[src/hdl/gqg_ram.sv]
`default_nettype none
module gqg_ram #(
    parameter int WIDTH = 8,
    parameter int DEPTH = 16
) (
    input  wire logic                     i_clk,
    input  wire logic                     i_we,
    input  wire logic [$clog2(DEPTH)-1:0] i_waddr,
    input  wire logic [WIDTH-1:0]         i_wdata,
    input  wire logic [$clog2(DEPTH)-1:0] i_raddr,
    output logic      [WIDTH-1:0]         o_rdata
);
    logic [WIDTH-1:0] r_mem [DEPTH];

    always_ff @(posedge i_clk) begin
        if (i_we) begin
            r_mem[i_waddr] <= i_wdata;
        end
        o_rdata <= r_mem[i_raddr];
    end
endmodule
`default_nettype wire

[config.mk]
export PLATFORM = sky130hd
export DESIGN_NAME = gqg_ram
export DESIGN_NICKNAME = d
export VERILOG_FILES = /design/src/hdl/gqg_ram.sv
export SDC_FILE = /design/constraint.sdc
export NUM_CORES = 1
export LEC_CHECK = 0
export BUFFER_PORTS_ARGS = -buffer_cell sky130_fd_sc_hd__buf_2
export CAP_MARGIN = 20
export CORE_ASPECT_RATIO = 0.7
export CORE_MARGIN = 2
export CORE_UTILIZATION = 33
export CTS_BUF_LIST = sky130_fd_sc_hd__clkbuf_4 sky130_fd_sc_hd__clkbuf_8
export CTS_CLUSTER_DIAMETER = 50
export DETAILED_ROUTE_END_ITERATION = 7
export PLACE_DENSITY_LB_ADDON = 0.08
export SLEW_MARGIN = 25
export SYNTH_ARGS = -nofsm -noshare
export SYNTH_HDL_FRONTEND = slang
export SYNTH_SLANG_ARGS = --single-unit
[constraint.sdc]
create_clock -name i_clk -period 2 [get_ports i_clk]
set_input_delay 0.1 -clock i_clk [delete_from_list [all_inputs] [get_ports i_clk]]
set_output_delay 0.1 -clock i_clk [all_outputs]
set_load 0.02 [all_outputs]
==> impl_summary.md <==
Outcome
The run finished with clean final reports.

Clock network
In this run, post-CTS repair resized a total of 0 instances. The tree built by TritonCTS fans out to 136 sinks. The insertion delay to the later sink of the worst-skew pair is 430 ps. Counting along the longest clock path gives a buffer depth of 2.

The number of buffers inserted by hold repair at cts is 0. In this run the clock root is driven by a sky130_fd_sc_hd__clkbuf_8. The number of buffers inserted to repair setup after CTS is 0. TritonCTS built the clock tree. The number of levels the H-tree was split into is 4. The TritonCTS buffer count is 17. The clock-pin slew on the worst setup and hold paths is 80 ps.

Pwr
Across the VDD grid, the largest voltage drop is 0.3795 mV. The design draws 5.840 mW. In this run the static leakage power is 2.025 nW. The ratio of total power to cell area is 966.3 mW/mm^2.

STA
The final hold slack is 72.28 ps. Static timing analysis puts the maximum clock frequency at 681.6 MHz. The worst clock skew on the final layout is 14.88 ps. Setup violations remaining at the end of the flow were counted as 0. The worst path in the final design needs a cycle of 1467 ps, including I/O delays and setup. Setup repair after global routing left no endpoint under its margin. The number of slew-limit violations in the final report is 0. The number of hold violations in the final report is 0. The worst pin sits at a relative slew slack of 0.6665. At the pin with the least slew margin, the transition time is 500.2 ps. The total negative slack for setup checks is 0 ps. In the finished design, the share of the clock period the worst path needs comes to 0.7335.

Route
The wire length after detailed routing is 11.53 mm. The routed via count divided by cell count is 4.886. The number of DRC violations after detailed-routing iteration 0 is 154. The detailed-route wire length per cell is 23.10 um. The count of nets left with antenna violations after detail routing is 0.

The number of design rule violations left after detail routing is 0. The first TritonRoute pass finished after 4 iterations. The routed layout has 2,438 vias.

Global routing
The global-route congestion overflow total is 0. Across every metal layer, demand over resource in global routing totals 0.1484. Entering global routing, the biggest net connects 25 pins. The initial antenna violation count is 0.

The number of global-route vias before repair is 2,562. The first global-routing pass estimated 16.89 mm of wire.

Floorplan
The area of the core is 0.01536 mm^2. Row generation in the floorplan step produced 38 rows. The die height is 108.5 um. The floorplan step defined a die boundary enclosing 0.01663 mm^2.

The die is 153.3 um wide. For this configuration, the core starts out at a cell density of 0.3352. The number of ports placed on the die boundary is 26.

Setup path
The worst setup path is launched from a flop. At the worst endpoint, the arrival time is 1780 ps. In this design, the stage delay of the slowest critical-path cell is 510 ps. Traced cell by cell, the critical path runs through mux4_1 -> a22oi_1 -> nand2_1.

STA puts the critical path data required time at 2310 ps. In this run the worst path has a maximum fanout of 1. The startpoint-to-endpoint class of the critical path is flop to flop.

The element type at the critical path end is a flop. On the critical path, the stage with the largest delay is an instance of sky130_fd_sc_hd__mux4_1.

Place
The placed instances occupy a cell area of 0.005634 mm^2. During placement, the flow inserted port buffers numbering 25. The routability-driven placement congestion ratio is 0.7391.

The placed wire-length estimate is 7.306 mm.

Layout
The multi-input combinational cells in the finished layout cover a total of 0.001057 mm^2. The fill cell instance count of the final layout is 1,380. The library cell used most frequently in the layout, excluding fill and tap cells, is sky130_fd_sc_hd__edfxtp_1. In the final design database the tool counted 304 nets. The summed area of non-filler cells in the final layout is 0.006043 mm^2.

The number of antenna diodes in the final layout is 0. Across the whole layout, storage elements account for 0.004004 mm^2. The top cell types in the final layout, fill and taps aside, are sky130_fd_sc_hd__edfxtp_1, sky130_fd_sc_hd__buf_2, sky130_fd_sc_hd__buf_4, sky130_fd_sc_hd__mux4_2, sky130_fd_sc_hd__clkbuf_8. The signed area change from the synthesized netlist to the final layout is 17.40%. The fraction of final layout cells sized beyond drive strength 1 is 0.3278.

Yosys
Counting every net in the synthesized netlist gives 247. The yosys synthesis warning count is 0. In this run, distinct cell masters in the synthesized netlist total 19. The synthesized instance count is 229. The area of the mapped netlist is 0.005147 mm^2. Of the synthesized area, sequential elements account for 0.7778. Averaged over all synthesized cells, the footprint is 22.48 um^2. The post-synthesis register bit count is 136.

Flow run
Max-cap violations in this run came to 0.

Min path
The worst hold path class is input port to flop.
==> worst max-delay path, delay by kind of cell (launching register included) <==
kind | cells | cell delay [ps]
compound gates | 1 | 400
simple gates | 1 | 90
mux | 1 | 510
flops | 1 | 350
==> cells by family (layout without fill, tap and decap cells) <==
group / after synthesis / after routing / synth area share
mux: 32 / 32 / 0.1502
flops: 136 / 136 / 0.7778
compound gates: 16 / 16 / 0.02334
simple gates: 35 / 35 / 0.03184
buf+inv: 10 / 80 / 0.01677
==> area by class of cell <==
cell class	instances	area share
Sequential cell	136	0.6625
Multi-Input combinational cell	83	0.1749
Timing Repair Buffer	48	0.05342
Clock buffer	20	0.04244
Tap cell	200	0.04141
Clock inverter	12	0.02526
==> synthesized netlist by cell type <==
cell,n,share of area
sky130_fd_sc_hd__nand2b_1,2,0.0024
sky130_fd_sc_hd__mux4_1,14,0.071
sky130_fd_sc_hd__buf_2,3,0.0029
sky130_fd_sc_hd__a22oi_1,16,0.023
sky130_fd_sc_hd__buf_6,3,0.0066
sky130_fd_sc_hd__edfxtp_1,128,0.75
sky130_fd_sc_hd__dfxtp_1,8,0.031
sky130_fd_sc_hd__buf_4,1,0.0015
sky130_fd_sc_hd__and2_1,1,0.0012
sky130_fd_sc_hd__nand3_1,1,0.00097
sky130_fd_sc_hd__or3b_2,1,0.0017
sky130_fd_sc_hd__nor2_1,13,0.0095
sky130_fd_sc_hd__nor3_1,4,0.0039
sky130_fd_sc_hd__nand3b_1,2,0.0029
sky130_fd_sc_hd__nand2_1,9,0.0066
sky130_fd_sc_hd__mux4_2,18,0.079
sky130_fd_sc_hd__clkdlybuf4s25_2,3,0.0058
sky130_fd_sc_hd__and2b_1,1,0.0015
sky130_fd_sc_hd__nor2b_1,1,0.0012
==> per-layer routing <==
| metal | up-vias | global-route usage | part of all wire |
|---|---|---|---|
| met4 | 0 | 0.05754 | 0.0081 |
| li1 | 1085 | - | - |
| met2 | 29 | 0.2223 | 0.46 |
| met3 | 8 | 0.03046 | 0.032 |
| met5 | - | 0 | 0 |
| met1 | 1316 | 0.2144 | 0.50 |
==> per-stage QoR <==
step	util	worst slack (ps)	std cells
after CTS	0.3935	495.3	499
after global routing	0.3935	457.7	499
final	0.3935	532.9	499
after floorplan	-	407.1	229
after detailed placement	0.3669	322.2	467
after global placement	0.3669	348.3	467
==> report_power, final <==
part,total [mW],internal [mW],switching [mW]
Clock,2.30,1.27,1.03
Combinational,0.336,0.133,0.203
Sequential,3.20,3.18,0.0180
Total,5.84,4.59,1.25
==> path summary, 6_finish.rpt <==
path,startpoint,endpoint,slack [ps],depth (start not counted)
min reg2reg,r_mem[14][7]$_DFFE_PP_,o_rdata[7]$_DFF_P_,670,3
max,r_mem[1][1]$_DFFE_PP_,o_rdata[1]$_DFF_P_,530,3
max reg2reg,r_mem[1][1]$_DFFE_PP_,o_rdata[1]$_DFF_P_,530,3
min,i_wdata[6],r_mem[4][6]$_DFFE_PP_,70,1
==> state kept, by name (all words and copies together) (netlist names) <==
signal   cells
o_rdata      8
r_mem      128
No activity file was read; power rests on OpenSTA's default activity.
