[config.mk]
export PLATFORM = sky130hd
export DESIGN_NAME = gqg_uvdiv
export DESIGN_NICKNAME = d
export VERILOG_FILES = /design/src/hdl/gqg_pkg.sv /design/src/hdl/gqg_uvdiv.sv
export SDC_FILE = /design/constraint.sdc
export NUM_CORES = 1
export LEC_CHECK = 0
export BUFFER_PORTS_ARGS = -buffer_cell sky130_fd_sc_hd__buf_2
export CAP_MARGIN = 20
export CORE_MARGIN = 4
export CORE_UTILIZATION = 40
export DETAILED_ROUTE_END_ITERATION = 16
export HOLD_SLACK_MARGIN = 0.1
export SLEW_MARGIN = 20
export SYNTH_ARGS = -nofsm -noshare
export SYNTH_HDL_FRONTEND = slang
export SYNTH_SLANG_ARGS = --single-unit
[constraint.sdc]
create_clock -name i_clk -period 4 [get_ports i_clk]
set_input_delay 0.4 -clock i_clk [delete_from_list [all_inputs] [get_ports i_clk]]
set_output_delay 0.4 -clock i_clk [all_outputs]
set_load 0.03 [all_outputs]
[src/hdl/gqg_pkg.sv]
`default_nettype none
package gqg_pkg;
    localparam int GLYPH_ENTRIES = 128;
    localparam int SLOT_W = $clog2(GLYPH_ENTRIES);
    localparam int MAX_CHARS = 256;
    localparam int VCNT_W = 13;
    localparam logic [VCNT_W-1:0] VCNT_LIMIT = VCNT_W'(4 * MAX_CHARS - 4);
    localparam int KEY_W = 32;
    localparam int MET_W = 40;
    localparam logic [7:0] NEWLINE_CODE = 8'd10;
    localparam logic [16:0] UV_ONE = 17'h10000;

    typedef enum logic [1:0] {
        CMD_LOAD  = 2'd0,
        CMD_EMIT  = 2'd1,
        CMD_BEGIN = 2'd2,
        CMD_NONE  = 2'd3
    } t_cmd;

    localparam logic [1:0] CFG_AW = 2'd0;
    localparam logic [1:0] CFG_AH = 2'd1;
    localparam logic [1:0] CFG_GIU = 2'd2;
    localparam logic [1:0] CFG_LS = 2'd3;

    typedef struct packed {
        logic        start;
        logic [12:0] num;
        logic [12:0] den;
    } t_div_req;

    typedef struct packed {
        logic        busy;
        logic        done;
        logic [16:0] quo;
    } t_div_rsp;
endpackage
`default_nettype wire

[src/hdl/gqg_uvdiv.sv]
`default_nettype none
module gqg_uvdiv (
    input  wire logic                i_clk,
    input  wire logic                i_rst_n,
    input  gqg_pkg::t_div_req        i_req,
    output gqg_pkg::t_div_rsp        o_rsp
);
    import gqg_pkg::*;

    // restoring division of num<<16 by den, one quotient bit a cycle
    logic [28:0] r_num;
    logic [12:0] r_den;
    logic [13:0] r_rem;
    logic [28:0] r_quo;
    logic [4:0]  r_cnt;
    logic        r_busy;
    logic        r_done;
    logic [13:0] n_trial;
    logic [13:0] n_shift;

    always_comb begin
        n_shift = {r_rem[12:0], r_num[28]};
        n_trial = n_shift - {1'b0, r_den};
    end

    always_ff @(posedge i_clk) begin
        if (!i_rst_n) begin
            r_busy <= 1'b0;
            r_done <= 1'b0;
            r_cnt  <= '0;
        end else begin
            r_done <= !i_req.start && r_busy && (r_cnt == 5'd0);
            if (i_req.start) begin
                r_busy <= 1'b1;
                r_cnt  <= 5'd28;
                r_num  <= {i_req.num, 16'd0};
                r_den  <= (i_req.den == 13'd0) ? 13'd1 : i_req.den;
                r_rem  <= '0;
                r_quo  <= '0;
            end else if (r_busy) begin
                r_num <= {r_num[27:0], 1'b0};
                if (!n_trial[13]) begin
                    r_rem <= n_trial;
                    r_quo <= {r_quo[27:0], 1'b1};
                end else begin
                    r_rem <= n_shift;
                    r_quo <= {r_quo[27:0], 1'b0};
                end
                if (r_cnt == 5'd0) begin
                    r_busy <= 1'b0;
                end else begin
                    r_cnt <= r_cnt - 5'd1;
                end
            end
        end
    end

    always_comb begin
        o_rsp.busy = r_busy;
        o_rsp.done = r_done;
        o_rsp.quo  = (r_quo > 29'(UV_ONE)) ? UV_ONE : r_quo[16:0];
    end
endmodule
`default_nettype wire

==> out/summary.txt <==
Setup CP Type: flop to output pin
outcome: completed
vias post-DR: 2712
Net Count, Synth: 398
vias per std cell: 5.13
clock root buffer: clkbuf_8
maximum clock insertion buffer count: 2
first-pass detailed-route iteration total: 4
row count: 36
first-pass GRT wire length: 13100 µm
clk slew on worst S/H paths: 0.08 ns
hpwl dp: 5960 µm
fmax: 358 MHz
Final Hold Viols: 0
vias in the first global route: 2662
chip height: 109 µm
most common cell after layout, fill and taps aside: edfxtp_1
max-capacitance violation count: 0
Setup crit end kind: output pin
worst hold path type: input port to flop
final setup violation count: 0
core area: 9820 µm²
Die ar.: 11800 µm²
crit path cell chain: nor4_1, nand4_1, a21oi_1, and2_1, buf_2
Worst Tran Pin Value: 0.962 ns
Filler Cell Count: 956
cell area after synthesis: 4060 µm²
sequential element share of the synthesized area: 53.7%
P&R area growth vs syn: 13.3%
share of layout cells above drive strength 1: 22.7%
Power per Cell Area: 442 nW/µm²
CTS Sinks: 75
Max Transition Viols Final: 0
CTS H-tree depth: 3
skew final: 0.00690 ns
number of diodes: 0
Ys Warns: 0
PostCTS Resize Cnt: 0
period utilization: 69.8%
largest net degree at the start of global routing: 41
most frequent cells in the layout: 68 x edfxtp_1, 47 x buf_2, 34 x nor2b_1
data arrival at the endpoint of the critical path: 2.39 ns
Layout Cells excl Fill: 529
crit path max-delay cell type: a21oi_1
Mapped Cells: 354
dominant cell type by area after synthesis: edfxtp_1
Critical Path RT: 3.60 ns
DR DRC count: 0
Worst VDD drop: 289 µV
later-pin clock latency in the skew report: 0.35 ns
CTS buffer count: 9
top-area cell type share of the netlist area: 50.2%
Synth Flop Type: edfxtp_1
peak fanout along the critical path: 16
LEAKAGE: 1.81 nW
RSZ-0062 raised after global routing: false
number of synthesized flops with an enable pin: 68
Iteration-0 DRC Markers: 192
Initial Util: 41.4%
Fin Setup TNS: 0 ns
Mean Syn Cell Area: 11.5 µm²
GP Congestion: 0.903
NumNets Final: 435
largest cells by area after synthesis: edfxtp_1 50%, nor2b_1 5.2%, ha_1 4.3%
CTS tree: built
GR Overflow Total: 0
Post-DRT Antenna Nets: 0
routed len/inst: 15.3 µm
Synth cell types: 56
CP max stage delay: 0.66 ns
Port-buffer cells: 47
Seq cells post-synth: 75
fin crit period: 2.79 ns
Slew headroom: 35.9%
initial antenna violation count: 0
# IOs: 48
Post-Place Cells: 513
Post-synth ARST share: 0%
Post-CTS Hold Buffers: 0
final wirelength: 8080 µm
GRT Util Overall: 14.5%
Post-CTS Setup Bufs: 0
CP Launch Type: flop
die width: 109 µm
==> flip-flops by register name, summed over array words and instances (netlist names) <==
signal	flops
r_num	13
r_quo	29
r_den	13
r_rem	13
r_busy	1
r_cnt	5
r_done	1
==> Yosys cell counts, types with 7 or more instances <==
master,instances
a21oi_1,15
nor2_1,11
nor3_1,8
mux2i_1,9
edfxtp_1,68
inv_1,19
clkbuf_1,19
o21ai_0,8
nand2_1,22
mux2_2,12
nor2b_1,34
dfxtp_1,7
ha_1,14
nor4_1,10
o21a_1,7
and2_1,18
==> worst max-delay path, delay by kind of cell, from the launching register on <==
kind,cells,cell delay [ns]
simple gates,3,0.75
compound gates,1,0.66
buf+inv,1,0.20
flops,1,0.42
==> area by class of cell <==
type | instances | area [µm²] | share of cell area (%)
timing repair buffer | 51 | 265 | 5.76
clock buffer | 10 | 128 | 2.77
multi-input combinational | 235 | 1700 | 37.0
inverter | 19 | 71.3 | 1.55
sequential | 75 | 2180 | 47.4
clock inverter | 6 | 88.8 | 1.93
tap | 133 | 166 | 3.61
==> worst paths after layout <==
check,from,to,slack [ns],cells past startpoint
worst max-delay path,r_quo[0],o_rsp[12],1.21,5
worst min-delay path,i_req[3],r_den[3],0.23,1
worst max register to register,r_rem[9],r_rem[9],1.36,8
worst min register to register,r_cnt[4],r_done,0.49,1
==> cells by family (layout without fill, tap and decap cells) <==
group,Yosys count,in the layout,share of synthesized area [%]
and+or+nand+nor,123,123,17.8
adders and majority gates,15,15,4.80
xor gates and xnor gates,7,7,1.51
DFF,75,75,53.7
buffers and inverters,44,86,4.40
muxes,24,24,6.47
AOI/OAI and AO/OA,66,66,11.3
==> through the flow <==
step           utilization (%)  hold WS (ns)  cell area (µm²)  power [mW]  setup slack (ns)
2_1_floorplan                -         0.440             4060        1.31              1.31
3_3_place_gp              44.7         0.470             4390        1.40              1.45
3_5_place_dp              44.7         0.475             4390        1.41              1.34
4_1_cts                   46.9         0.214             4610        2.06              1.12
5_1_grt                   46.9         0.208             4610        2.15             0.917
6_report                  46.9         0.235             4610        2.04              1.21
==> report_power, final <==
group	leakage (nW)	switching [mW]	internal [mW]
clock	0.105	0.293	0.353
combinational	0.989	0.243	0.183
sequential	0.716	0.0324	0.931
total	1.81	0.569	1.47
==> layer usage <==
| layer | part of all wire (%) | routed length [µm] | up-vias | global-route usage [%] |
|---|---|---|---|---|
| li1 | - | - | 1364 | - |
| met1 | 46 | 3680 | 1280 | 18.5 |
| met2 | 49 | 3930 | 56 | 23.6 |
| met3 | 3.9 | 317 | 12 | 3.79 |
| met4 | 1.8 | 147 | 0 | 5.68 |
| met5 | 0 | 0 | - | 0 |
Power figures use the tool's default switching activity.
